$ cat src/sv/uoa_pkg.sv
// package: shared word types and constants for the obstacle avoidance block
`timescale 1ns / 1ps
package uoa_pkg;

  localparam int DIST_W = 20;
  localparam int VEL_W = 32;
  localparam int RATE_W = 31;
  localparam int CFG_W = 31;
  localparam int CFG_IDX_W = 3;
  localparam int OUT_DEPTH = 4;
  localparam int OUT_PTR_W = 2;
  localparam int OUT_CNT_W = 3;

  localparam logic [CFG_IDX_W-1:0] REG_PERIOD = 3'd0;
  localparam logic [CFG_IDX_W-1:0] REG_SIDE_THR = 3'd1;
  localparam logic [CFG_IDX_W-1:0] REG_FRONT_THR = 3'd2;
  localparam logic [CFG_IDX_W-1:0] REG_DEADBAND = 3'd3;
  localparam logic [CFG_IDX_W-1:0] REG_SPIN_RATE = 3'd4;

  localparam logic [7:0] PERIOD_RESET = 8'd30;
  localparam logic [DIST_W-1:0] SIDE_THR_RESET = 20'd120;
  localparam logic [DIST_W-1:0] FRONT_THR_RESET = 20'd260;
  localparam logic [RATE_W-1:0] DEADBAND_RESET = 31'd6554;
  localparam logic [RATE_W-1:0] SPIN_RATE_RESET = 31'd1310720;

  typedef struct packed {
    logic [DIST_W-1:0] dist_left;
    logic [DIST_W-1:0] dist_front_a;
    logic [DIST_W-1:0] dist_front_b;
    logic [DIST_W-1:0] dist_right;
    logic signed [VEL_W-1:0] target_v;
    logic signed [VEL_W-1:0] target_omega;
  } in_word_t;

  typedef struct packed {
    logic signed [VEL_W-1:0] new_target_v;
    logic signed [VEL_W-1:0] new_target_omega;
    logic stop_flag;
    logic escaping;
  } out_word_t;

  typedef struct packed {
    logic issue;
    logic full;
  } lane_ctl_t;

  typedef enum logic {
    MODE_AVOID,
    MODE_ESCAPE
  } mode_t;

endpackage

$ cat src/sv/ultrasonic_obstacle_avoidance_top.sv
// top level: ultrasonic obstacle avoidance with four window lanes and escape logic
//
// input channel: in_valid / in_stall carry one word per tick with four distances
// and the commanded linear and angular velocity (Q16.16)
// only every decimation_period-th word is processed; it yields one result word
// on out_valid / out_stall, the other words yield nothing
// config: cfg_we writes cfg_data to register cfg_index (0 period, 1 side
// threshold, 2 front threshold, 3 omega deadband, 4 spin rate); the user
// must write only while idle; the block itself does not enforce it
// each result passes window memory read, sum update and merge into output queue
// throughput: one word per cycle while in_stall is low; each lane reads its
// window memory when a processed word is taken and writes it in the next cycle
// a four-word output queue absorbs receiver stalls; in_stall rises only when
// queued plus in-flight results fill it
// reset: registers take their defaults, windows start empty, no clearing pass
`timescale 1ns / 1ps
module ultrasonic_obstacle_avoidance_top #(
  parameter int WINDOW = 10,
  parameter int DIST_BITS = 20
) (
  input  logic clk,
  input  logic rst,
  input  logic in_valid,
  output logic in_stall,
  input  uoa_pkg::in_word_t in_data,
  output logic out_valid,
  input  logic out_stall,
  output uoa_pkg::out_word_t out_data,
  input  logic cfg_we,
  input  logic [uoa_pkg::CFG_IDX_W-1:0] cfg_index,
  input  logic [uoa_pkg::CFG_W-1:0] cfg_data
);

  localparam int CNT_W = $clog2(WINDOW + 1);
  localparam int SLOT_W = (WINDOW > 1) ? $clog2(WINDOW) : 1;

  logic [7:0] period;
  logic [uoa_pkg::DIST_W-1:0] side_thr;
  logic [uoa_pkg::DIST_W-1:0] front_thr;
  logic [uoa_pkg::RATE_W-1:0] deadband;
  logic [uoa_pkg::RATE_W-1:0] spin_rate;

  logic [7:0] tick_count;
  logic [7:0] tick_inc;
  logic proc;
  logic accept;
  logic issue;

  logic [CNT_W-1:0] fill_count;
  logic [CNT_W-1:0] fill_new;
  logic [SLOT_W-1:0] write_slot;
  logic [SLOT_W-1:0] write_slot_next;
  logic full;

  uoa_pkg::lane_ctl_t lane_ctl;
  logic [uoa_pkg::DIST_W-1:0] lane_dist [4];
  logic [uoa_pkg::DIST_W-1:0] lane_thr [4];
  logic [3:0] blk;

  logic vb;
  logic vc;
  logic signed [uoa_pkg::VEL_W-1:0] v_b;
  logic signed [uoa_pkg::VEL_W-1:0] w_b;
  logic signed [uoa_pkg::VEL_W-1:0] v_c;
  logic signed [uoa_pkg::VEL_W-1:0] w_c;

  uoa_pkg::out_word_t result;
  logic [uoa_pkg::OUT_CNT_W-1:0] q_count;

  always_ff @(posedge clk) begin
    if (rst) begin
      period <= uoa_pkg::PERIOD_RESET;
      side_thr <= uoa_pkg::SIDE_THR_RESET;
      front_thr <= uoa_pkg::FRONT_THR_RESET;
      deadband <= uoa_pkg::DEADBAND_RESET;
      spin_rate <= uoa_pkg::SPIN_RATE_RESET;
    end else if (cfg_we) begin
      unique case (cfg_index)
        uoa_pkg::REG_PERIOD: period <= cfg_data[7:0];
        uoa_pkg::REG_SIDE_THR: side_thr <= cfg_data[uoa_pkg::DIST_W-1:0];
        uoa_pkg::REG_FRONT_THR: front_thr <= cfg_data[uoa_pkg::DIST_W-1:0];
        uoa_pkg::REG_DEADBAND: deadband <= cfg_data[uoa_pkg::RATE_W-1:0];
        uoa_pkg::REG_SPIN_RATE: spin_rate <= cfg_data[uoa_pkg::RATE_W-1:0];
        default: period <= period;
      endcase
    end
  end

  // credit check against the output queue
  assign in_stall = (q_count + uoa_pkg::OUT_CNT_W'(vb) + uoa_pkg::OUT_CNT_W'(vc))
                    >= uoa_pkg::OUT_CNT_W'(uoa_pkg::OUT_DEPTH);
  assign accept = in_valid && !in_stall;
  assign tick_inc = tick_count + 8'd1;
  assign proc = tick_inc >= period;
  assign issue = accept && proc;

  assign full = fill_count == CNT_W'(WINDOW);
  assign fill_new = full ? fill_count : fill_count + CNT_W'(1);
  assign write_slot_next = (write_slot == SLOT_W'(WINDOW - 1)) ? '0
                           : write_slot + SLOT_W'(1);

  always_ff @(posedge clk) begin
    if (rst) begin
      tick_count <= '0;
      fill_count <= '0;
      write_slot <= '0;
      vb <= 1'b0;
      vc <= 1'b0;
    end else begin
      if (accept) begin
        tick_count <= proc ? 8'd0 : tick_inc;
      end
      if (issue) begin
        fill_count <= fill_new;
        write_slot <= write_slot_next;
      end
      vb <= issue;
      vc <= vb;
    end
  end

  always_ff @(posedge clk) begin
    if (issue) begin
      v_b <= in_data.target_v;
      w_b <= in_data.target_omega;
    end
    if (vb) begin
      v_c <= v_b;
      w_c <= w_b;
    end
  end

  assign lane_ctl.issue = issue;
  assign lane_ctl.full = full;
  assign lane_dist[0] = in_data.dist_left;
  assign lane_dist[1] = in_data.dist_front_a;
  assign lane_dist[2] = in_data.dist_front_b;
  assign lane_dist[3] = in_data.dist_right;
  assign lane_thr[0] = side_thr;
  assign lane_thr[1] = front_thr;
  assign lane_thr[2] = front_thr;
  assign lane_thr[3] = side_thr;

  for (genvar i = 0; i < 4; i++) begin : g_lane
    uoa_lane #(
      .WINDOW(WINDOW),
      .DIST_BITS(DIST_BITS)
    ) u_lane (
      .clk(clk),
      .rst(rst),
      .ctl(lane_ctl),
      .slot(write_slot),
      .fill(fill_new),
      .sample(lane_dist[i]),
      .thr(lane_thr[i]),
      .blocked(blk[i])
    );
  end

  uoa_merge u_merge (
    .clk(clk),
    .rst(rst),
    .step(vc),
    .blk(blk),
    .v(v_c),
    .w(w_c),
    .deadband(deadband),
    .spin_rate(spin_rate),
    .result(result)
  );

  uoa_out_queue u_queue (
    .clk(clk),
    .rst(rst),
    .push(vc),
    .push_data(result),
    .valid(out_valid),
    .stall(out_stall),
    .data(out_data),
    .count(q_count)
  );

endmodule

$ cat src/sv/uoa_lane.sv
// lane: sliding window of one distance channel, window sum and threshold test
`timescale 1ns / 1ps
module uoa_lane #(
  parameter int WINDOW = 10,
  parameter int DIST_BITS = 20
) (
  input  logic clk,
  input  logic rst,
  input  uoa_pkg::lane_ctl_t ctl,
  input  logic [((WINDOW > 1) ? $clog2(WINDOW) : 1)-1:0] slot,
  input  logic [$clog2(WINDOW + 1)-1:0] fill,
  input  logic [uoa_pkg::DIST_W-1:0] sample,
  input  logic [uoa_pkg::DIST_W-1:0] thr,
  output logic blocked
);

  localparam int DW = (DIST_BITS < uoa_pkg::DIST_W) ? DIST_BITS : uoa_pkg::DIST_W;
  localparam int CNT_W = $clog2(WINDOW + 1);
  localparam int SLOT_W = (WINDOW > 1) ? $clog2(WINDOW) : 1;
  localparam int SUM_W = DW + CNT_W;
  localparam int PROD_W = uoa_pkg::DIST_W + CNT_W;

  logic [DW-1:0] mem [WINDOW];
  logic [DW-1:0] rdata;

  logic b_valid;
  logic [DW-1:0] b_d;
  logic [SLOT_W-1:0] b_slot;
  logic b_full;
  logic b_hit;
  logic [DW-1:0] b_fwd;
  logic [PROD_W-1:0] b_prod;
  logic [PROD_W-1:0] c_prod;

  logic [SUM_W-1:0] sum;
  logic [SUM_W-1:0] sum_next;
  logic [DW-1:0] old;

  // window memory: read the oldest entry at issue, write the new one in the next cycle
  always_ff @(posedge clk) begin
    if (ctl.issue) begin
      rdata <= mem[slot];
    end
    if (b_valid) begin
      mem[b_slot] <= b_d;
    end
  end

  always_ff @(posedge clk) begin
    if (rst) begin
      b_valid <= 1'b0;
    end else begin
      b_valid <= ctl.issue;
    end
  end

  always_ff @(posedge clk) begin
    if (ctl.issue) begin
      b_d <= sample[DW-1:0];
      b_slot <= slot;
      b_full <= ctl.full;
      b_hit <= b_valid && (b_slot == slot);
      b_fwd <= b_d;
      b_prod <= PROD_W'(thr) * PROD_W'(fill);
    end
    if (b_valid) begin
      c_prod <= b_prod;
    end
  end

  // same-cycle write bypass
  assign old = b_hit ? b_fwd : rdata;

  always_comb begin
    sum_next = sum + SUM_W'(b_d);
    if (b_full) begin
      sum_next = sum_next - SUM_W'(old);
    end
  end

  always_ff @(posedge clk) begin
    if (rst) begin
      sum <= '0;
    end else if (b_valid) begin
      sum <= sum_next;
    end
  end

  assign blocked = PROD_W'(sum) < c_prod;

endmodule

$ cat src/sv/uoa_merge.sv
// merge: combines lane results and runs the avoid or escape state machine
`timescale 1ns / 1ps
module uoa_merge (
  input  logic clk,
  input  logic rst,
  input  logic step,
  input  logic [3:0] blk,
  input  logic signed [uoa_pkg::VEL_W-1:0] v,
  input  logic signed [uoa_pkg::VEL_W-1:0] w,
  input  logic [uoa_pkg::RATE_W-1:0] deadband,
  input  logic [uoa_pkg::RATE_W-1:0] spin_rate,
  output uoa_pkg::out_word_t result
);

  uoa_pkg::mode_t mode;
  uoa_pkg::mode_t mode_next;
  logic vel_active;
  logic vel_active_next;
  logic omega_active;
  logic omega_active_next;
  logic stop_held;
  logic stop_held_next;
  logic signed [uoa_pkg::VEL_W-1:0] omega_backup;
  logic signed [uoa_pkg::VEL_W-1:0] omega_backup_next;

  logic left;
  logic mid;
  logic right;
  logic any_blk;
  logic moving;
  logic turn_pos;
  logic turn_neg;
  logic ccw_spin;
  logic signed [uoa_pkg::VEL_W:0] w_ext;
  logic signed [uoa_pkg::VEL_W:0] db_ext;
  logic signed [uoa_pkg::VEL_W-1:0] spin_pos;

  assign left = blk[0];
  assign mid = blk[1] | blk[2];
  assign right = blk[3];
  assign any_blk = left | mid | right;
  assign moving = v > 32'sd0;
  assign w_ext = {w[uoa_pkg::VEL_W-1], w};
  assign db_ext = {2'b00, deadband};
  assign turn_pos = w_ext > db_ext;
  assign turn_neg = w_ext < -db_ext;
  assign omega_backup_next = stop_held ? omega_backup : w;
  assign spin_pos = {1'b0, spin_rate};

  always_comb begin
    if (!left && !mid) begin
      ccw_spin = 1'b1;
    end else if (!right && !mid) begin
      ccw_spin = 1'b0;
    end else begin
      ccw_spin = !omega_backup_next[uoa_pkg::VEL_W-1];
    end
  end

  // flag updates
  always_comb begin
    vel_active_next = vel_active;
    omega_active_next = omega_active;
    stop_held_next = stop_held;
    if (!any_blk) begin
      stop_held_next = 1'b0;
    end else if (mode == uoa_pkg::MODE_AVOID) begin
      if (turn_pos || turn_neg) begin
        omega_active_next = 1'b1;
        if (moving) begin
          vel_active_next = 1'b1;
          if (turn_pos ? left : right) begin
            stop_held_next = 1'b1;
            omega_active_next = 1'b0;
          end
          if (mid) begin
            stop_held_next = 1'b1;
            vel_active_next = 1'b0;
          end
          if (turn_pos ? right : left) begin
            stop_held_next = 1'b0;
          end
        end else begin
          stop_held_next = 1'b0;
        end
      end else begin
        omega_active_next = 1'b0;
        if (moving) begin
          stop_held_next = 1'b1;
          vel_active_next = 1'b0;
        end else begin
          stop_held_next = 1'b0;
        end
      end
    end else begin
      stop_held_next = 1'b1;
    end
  end

  // next state
  always_comb begin
    mode_next = mode;
    unique case (mode)
      uoa_pkg::MODE_AVOID: begin
        if (any_blk && !vel_active_next && !omega_active_next && stop_held_next) begin
          mode_next = uoa_pkg::MODE_ESCAPE;
        end
      end
      uoa_pkg::MODE_ESCAPE: begin
        if (!any_blk) begin
          mode_next = uoa_pkg::MODE_AVOID;
        end
      end
      default: mode_next = uoa_pkg::MODE_AVOID;
    endcase
  end

  // outputs
  always_comb begin
    result.new_target_v = v;
    result.new_target_omega = w;
    result.stop_flag = stop_held_next;
    result.escaping = (mode_next == uoa_pkg::MODE_ESCAPE);
    if (any_blk) begin
      unique case (mode)
        uoa_pkg::MODE_AVOID: begin
          if ((turn_pos || turn_neg) && moving) begin
            if (turn_pos ? left : right) begin
              result.new_target_omega = '0;
            end
            if (mid) begin
              result.new_target_v = '0;
            end
          end
        end
        uoa_pkg::MODE_ESCAPE: begin
          result.new_target_v = '0;
          result.new_target_omega = ccw_spin ? spin_pos : -spin_pos;
        end
        default: result.new_target_v = v;
      endcase
    end
  end

  always_ff @(posedge clk) begin
    if (rst) begin
      mode <= uoa_pkg::MODE_AVOID;
      vel_active <= 1'b0;
      omega_active <= 1'b0;
      stop_held <= 1'b0;
      omega_backup <= '0;
    end else if (step) begin
      mode <= mode_next;
      vel_active <= vel_active_next;
      omega_active <= omega_active_next;
      stop_held <= stop_held_next;
      omega_backup <= omega_backup_next;
    end
  end

endmodule

$ cat src/sv/uoa_out_queue.sv
// output queue: small word buffer between the merge stage and the result channel
`timescale 1ns / 1ps
module uoa_out_queue (
  input  logic clk,
  input  logic rst,
  input  logic push,
  input  uoa_pkg::out_word_t push_data,
  output logic valid,
  input  logic stall,
  output uoa_pkg::out_word_t data,
  output logic [uoa_pkg::OUT_CNT_W-1:0] count
);

  uoa_pkg::out_word_t slots [uoa_pkg::OUT_DEPTH];
  logic [uoa_pkg::OUT_PTR_W-1:0] head;
  logic [uoa_pkg::OUT_PTR_W-1:0] tail;
  logic pop;

  assign valid = count != '0;
  assign pop = valid && !stall;
  assign data = slots[head];

  always_ff @(posedge clk) begin
    if (push) begin
      slots[tail] <= push_data;
    end
  end

  always_ff @(posedge clk) begin
    if (rst) begin
      head <= '0;
      tail <= '0;
      count <= '0;
    end else begin
      if (push) begin
        tail <= tail + 1'b1;
      end
      if (pop) begin
        head <= head + 1'b1;
      end
      count <= count + uoa_pkg::OUT_CNT_W'(push) - uoa_pkg::OUT_CNT_W'(pop);
    end
  end

endmodule

$ cat config.mk
export PLATFORM = sky130hd
export DESIGN_NAME = ultrasonic_obstacle_avoidance_top
export DESIGN_NICKNAME = d
export VERILOG_FILES = /design/src/sv/uoa_pkg.sv /design/src/sv/ultrasonic_obstacle_avoidance_top.sv /design/src/sv/uoa_lane.sv /design/src/sv/uoa_merge.sv /design/src/sv/uoa_out_queue.sv
export SDC_FILE = /design/constraint.sdc
export NUM_CORES = 2
export LEC_CHECK = 0
export BUFFER_PORTS_ARGS = -buffer_cell sky130_fd_sc_hd__buf_4
export CORE_ASPECT_RATIO = 1.5
export CORE_MARGIN = 2
export CORE_UTILIZATION = 25
export DETAILED_ROUTE_END_ITERATION = 7
export GPL_ROUTABILITY_DRIVEN = 1
export PLACE_DENSITY = 0.46
export REMOVE_ABC_BUFFERS = 1
export SLEW_MARGIN = 20
export SYNTH_ARGS = -nofsm -noshare
export SYNTH_HDL_FRONTEND = slang
export SYNTH_SLANG_ARGS = --single-unit
$ cat constraint.sdc
create_clock -name clk -period 39.7 [get_ports clk]
set_input_delay 7.94 -clock clk [delete_from_list [all_inputs] [get_ports clk]]
set_output_delay 7.94 -clock clk [all_outputs]
set_load 0.05 [all_outputs]
### Word level (Yosys, flattened, before mapping)

Memory sizes are Yosys's and may differ from the RTL's. A register that Yosys moved wholly into a read port is not among the register bits.
Index checks and enable logic that the tools add are counted.

* register bits after elaboration: 657
* latch bits: 0
* bits in writable memories: 1064
* bits in read-only memories: 0
* bits of input ports: 183
* output and inout port bits: 68
* logic and storage cells: 166
* memories kept: 5

* add/sub/neg operators: 19
* $mul: 2
* divide/modulo/power cells: 0
* magnitude comparators: 9
* equal/unequal tests: 7
* shift-type cells: 0
* muxes and demuxes: 50
* bitwise logic cells: 5
* reduce and logical (&&, ||, !) cells: 27

Memories
* u_queue.slots: depth 4, width 66, read ports 1, clocked after memory_dff 1, write ports 1, RTL line uoa_out_queue.sv:14 `uoa_pkg::out_word_t slots [uoa_pkg::OUT_DEPTH];`
* g_lane[0].u_lane.mem: depth 10, width 20, read ports 1, clocked after memory_dff 1, write ports 1, RTL line uoa_lane.sv:23 `logic [DW-1:0] mem [WINDOW];`
* g_lane[1].u_lane.mem: depth 10, width 20, read ports 1, clocked after memory_dff 1, write ports 1, RTL line uoa_lane.sv:23
* g_lane[2].u_lane.mem: depth 10, width 20, read ports 1, clocked after memory_dff 1, write ports 1, RTL line uoa_lane.sv:23
* g_lane[3].u_lane.mem: depth 10, width 20, read ports 1, clocked after memory_dff 1, write ports 1, RTL line uoa_lane.sv:23

Operators by type and width (number)
* two-way mux 32 bit: 4
* two-way mux 64 bit: 2
* case mux 64 bit (2 select lines): 1
* adder 24 x 20 -> 24 bit: 4
* < comparator 24 bit: 4
* two-way mux 24 bit: 4
* subtractor 24 x 20 -> 24 bit: 4
* two-way mux 20 bit: 4
* multiplier 20 x 4 -> 24 bit: 2
* < comparator 32 x 33 -> 1 bit: 1
* negator 31 -> 33 bit: 1
* greater-than comparator 32 x 1 -> 1 bit, second input constant: 1
* greater-than comparator 32 bit: 1
* negator 31 -> 32 bit: 1
* two-way mux 1 bit: 29
* AND reduction 2 bit: 6
* logical AND 1 bit: 10
* adder 3 x 1 -> 3 bit: 3
* adder 4 x 1 -> 4 bit, second input constant: 2
* adder 8 x 1 -> 8 bit, second input constant: 1
* == test 4 bit, second input constant: 2
* greater-or-equal comparator 8 bit: 1
* zero test 1 bit: 8
* two-way mux 4 bit: 2
* 15 further kinds: 21

### Logic depth before layout (Yosys ltp)

* depth after elaboration: 13
* gate-level depth with buffers: 22
* gate-level depth less buffers: 20

### Hierarchy

From an unflattened synthesis, not the netlist that was laid out.

* cell total of the unflattened synthesis: 7007
* area, all modules: 93397.1 um^2

By module, submodules not included
* uoa_lane at g_lane[2].u_lane: times used 1, cells an instance 1370, area each 17930.9 um^2
* uoa_lane at g_lane[3].u_lane: times used 1, cells an instance 1349, area each 17855.9 um^2
* uoa_lane at g_lane[0].u_lane: times used 1, cells an instance 1338, area each 17613.1 um^2
* uoa_lane at g_lane[1].u_lane: times used 1, cells an instance 1282, area each 17405.4 um^2
* uoa_out_queue: times used 1, cells an instance 391, area each 9967.1 um^2
* ultrasonic_obstacle_avoidance_top: times used 1, cells an instance 760, area each 8886.0 um^2
* uoa_merge: times used 1, cells an instance 517, area each 3738.6 um^2

### Worst setup path after synthesis

OpenSTA, ideal clock, no wires.

* path kind: input to register
* start: input port in_valid
* end: register fill_count[1]
* setup time: 0.728 ns
* arrival: 23.658 ns
* required time: 38.972 ns
* setup slack: 15.314 ns
* stages on the path: 3
* cell sequence: nand2_1 nor2_1 a211oi_1

* word-level cells in the longest chain between the ends: 2

Ends and longest elaborated chain
* start: declaration: RTL line ultrasonic_obstacle_avoidance_top.sv:23 `input logic in_valid,`
* logical AND 1 bit: RTL line ultrasonic_obstacle_avoidance_top.sv:92 `assign accept = in_valid && !in_stall;`
* logical AND 1 bit: RTL line ultrasonic_obstacle_avoidance_top.sv:95 `assign issue = accept && proc;`
* named net issue: RTL line ultrasonic_obstacle_avoidance_top.sv:47 `logic issue;`
* end signal: assignment: RTL line ultrasonic_obstacle_avoidance_top.sv:114 `fill_count <= fill_new;`
* end: declaration: RTL line ultrasonic_obstacle_avoidance_top.sv:49 `logic [CNT_W-1:0] fill_count;`

The timed path passes the listed nets, and every way through them passes these cells.
A chain may end at the register's enable or synchronous reset.

==> flow_metrics.tcl <==
set metrics [dict create \
    grt_first_pass_wirelength_um 335100 \
    place.gp.congestion 0.8298 \
    num_vias 48640 \
    holdCritPathClass "flip-flop to flip-flop" \
    clk_latency_ps 870 \
    cts-root-buf "sky130_fd_sc_hd__clkbuf_16" \
    whs_ps 387.5 \
    postRouteWirelength_um 226800 \
    post-route-period-util_pct 28.23 \
    cp_cell_sequence "buf_4 -> mux4_2 -> buf_4" \
    final_period_minus_worst_setup_slack_ps 11210 \
    floorplan.initialDensity_pct 25.12 \
    synth_seq_cells 1772 \
    wl_per_cell_um 21.54 \
    ys_seq_area_share_pct 62.00 \
    max_slew_headroom_at_the_worst_pin_pct 24.18 \
    max_freq_ghz 0.08923 \
    power_density_mw_per_mm2 42.38 \
    grtUsageMet3_pct 1.824 \
    critical_path_start_type "flip-flop" \
    slowest_delay_ps 810 \
    cts_resized 0 \
    cts_setup_buffers 0 \
    setup_tns_ps 0 \
    syn_area_mm2 0.08198 \
    critical_path_required_ps 31760 \
    half_perimeter_wire_length_after_detailed_placement_um 152700 \
    critical_path.most_common_cell "sky130_fd_sc_hd__buf_4" \
    grt_pass1_vias 50990 \
    synthArstFlopShare_pct 0 \
    finalSetupViolCount 0 \
    synth-edff-count 1534 \
    max_cap_viol_count 0 \
    critPathMaxFanout 45 \
    cts.sinks 1772 \
    synth.distinct_cells 77 \
    seq_area_mm2 0.05085 \
    grt_use_met1_pct 15.02 \
    rows 257 \
    grt.met2_usage_pct 25.03 \
    cts-htree-levels 4 \
    die_h_um 705.4 \
    final_max_slew_viol_count 0 \
    slowest_library_cell_on_the_worst_path "sky130_fd_sc_hd__buf_4" \
    endpoint_kind "output pin" \
    cts-root-to-sink-buffers 4 \
    grt_setup_unrepaired "false" \
    clkTransAtPathRegs_ps 60 \
    route.antenna.remaining_nets 0 \
    drtIter0Drc 2872 \
    post-route-cell-area_mm2 0.09514 \
    placed_area_mm2 0.08910 \
    syn2layout_area_growth_pct 16.05 \
    cts_tree "yes" \
    tightest_slew_ps 1137 \
    cts_buffers 185 \
    remaining_drc_errors 0 \
    synth_top_flop_cell "sky130_fd_sc_hd__edfxtp_1" \
    cts_hold_repair.buffers 0 \
    power_mw 4.032 \
    1st_pass_router_iterations 5 \
    yosysWarningCount 0 \
    die_area_mm2 0.3326 \
    hold_viol 0 \
    pin_count_of_the_biggest_net_entering_global_routing 145 \
    timing.critical_path.arrival_ps 3270 \
    fill_cells 32690 \
    synth_area_per_cell_um2 14.11 \
    floorplan.core_area_mm2 0.3264 \
    ir_worst_vdd_v 0.00003146 \
    run_status "finished clean" \
    clock_skew_ps 92.06 \
    place.port_buffers 250 \
    top_level_ports 251 \
    via_per_inst 4.619 \
    static-leakage-power_nw 32.73 \
    grt.busiest_layer "met2" \
    die-width_um 471.6 \
    area_used_by_multi_input_combinational_logic_mm2 0.02949 \
    postSynthCellCount 5810 \
    globalRouteTotalUtil_pct 13.36 \
    overflow 0 \
    fraction_of_final_layout_cells_with_drive_strength_greater_than_1_pct 14.32 \
    number_of_antenna_violations_at_the_first_check_in_global_routing 39 \
    finalNetCount 6745 \
    worstSetupPathType "flip-flop to output pin" \
]
cells in the final DEF, fill, tap and decap left out, drive strengths merged, types with 30 or more instances in the layout:
master and instances:
a211oi 175, a21o 91, a21oi 397, and2 183, buf 329, clkbuf 226, clkinv 73, dfxtp 238
edfxtp 1534, fa 81, ha 391, inv 244, mux2i 200, mux4 226, nand2 433, nand2b 68
nand3 75, nor2 259, nor2b 43, nor3 89, nor4 33, o211ai 30, o21a 42, o21ai 126
or3 31, xnor2 186, xor2 57
state kept, by name, indices dropped and copies added (netlist names), 31 cells and up, named ones only:
name,flops
g_lane.u_lane.mem,800
u_queue.slots,264
g_lane.u_lane.sum,96
g_lane.u_lane.b_d,80
g_lane.u_lane.b_fwd,80
g_lane.u_lane.rdata,80
g_lane.u_lane.b_prod,48
g_lane.u_lane.c_prod,48
v_b,32
v_c,32
w_b,32
w_c,32
deadband,31
spin_rate,31
worst paths after layout:
path | start | to | cells past startpoint | slack [ps]
min | w_b[23] | w_c[23] | 0 | 390
max reg2reg | g_lane[1].u_lane.b_d[0] | g_lane[1].u_lane.sum[21] | 17 | 33610
min reg2reg | w_b[23] | w_c[23] | 0 | 390
max | flip-flop | out_data[26] | 3 | 28490
where the power goes:
group          internal [mW]  switching, mW
Sequential              2.00         0.0125
Combinational          0.102          0.178
Clock                  0.999          0.738
Total                   3.10          0.929
routing by layer:
layer | vias to the layer above | wire, um
li1 | 22680 | -
met1 | 24780 | 88410
met2 | 824 | 121000
met3 | 352 | 8380
met4 | 14 | 8899
met5 | - | 84
kinds of logic after synthesis:
group | share of synthesized area (%)
xor+xnor | 2.596
compound gates | 8.486
flops | 62.00
simple gates | 7.918
fa+ha+maj | 7.945
mux | 8.870
buf+inv | 2.185
critical path, delay by kind of cell (launching register included):
| family | cells | cell delay [ps] |
|---|---|---|
| buffers and inverters | 2 | 1030 |
| multiplexers | 1 | 660 |
| flip-flops | 1 | 650 |
layout make-up:
cell class                 instances  area share [%]
sequential                      1772           53.45
multi-input combinational       3563           31.00
tap                             4273           5.619
clock buffer                     225           5.221
timing repair buffer             330           2.680
clock inverter                   107           1.038
inverter                         238          0.9403
antenna                           22         0.05786
stage by stage:
step	util, %	setup WS (ps)	instances
CTS	29.12	28270	10510
global route	29.14	28220	10520
detailed placement	27.30	28460	10180
floorplan	-	15190	5573
global placement	27.30	28530	10180
finish	29.15	28490	10530
synth_stat cells, drive strengths merged (57+ instances only):
| cell | instances | area share, % |
|---|---|---|
| edfxtp | 1534 | 56 |
| nand2 | 433 | 2.0 |
| a21oi | 397 | 2.4 |
| ha | 391 | 6.0 |
| nor2 | 259 | 1.2 |
| dfxtp | 238 | 5.8 |
| inv | 237 | 1.1 |
| mux4 | 226 | 6.2 |
| mux2i | 200 | 2.4 |
| xnor2 | 186 | 2.0 |
| and2 | 183 | 1.4 |
| a211oi | 175 | 1.6 |
| clkbuf | 174 | 0.80 |
| o21ai | 126 | 0.77 |
| a21o | 91 | 0.83 |
| nor3 | 89 | 0.54 |
| fa | 81 | 2.0 |
| nand3 | 75 | 0.46 |
| nand2b | 68 | 0.52 |
| buf | 63 | 0.30 |
| xor2 | 57 | 0.61 |
No activity file was read; power rests on OpenSTA's default activity.
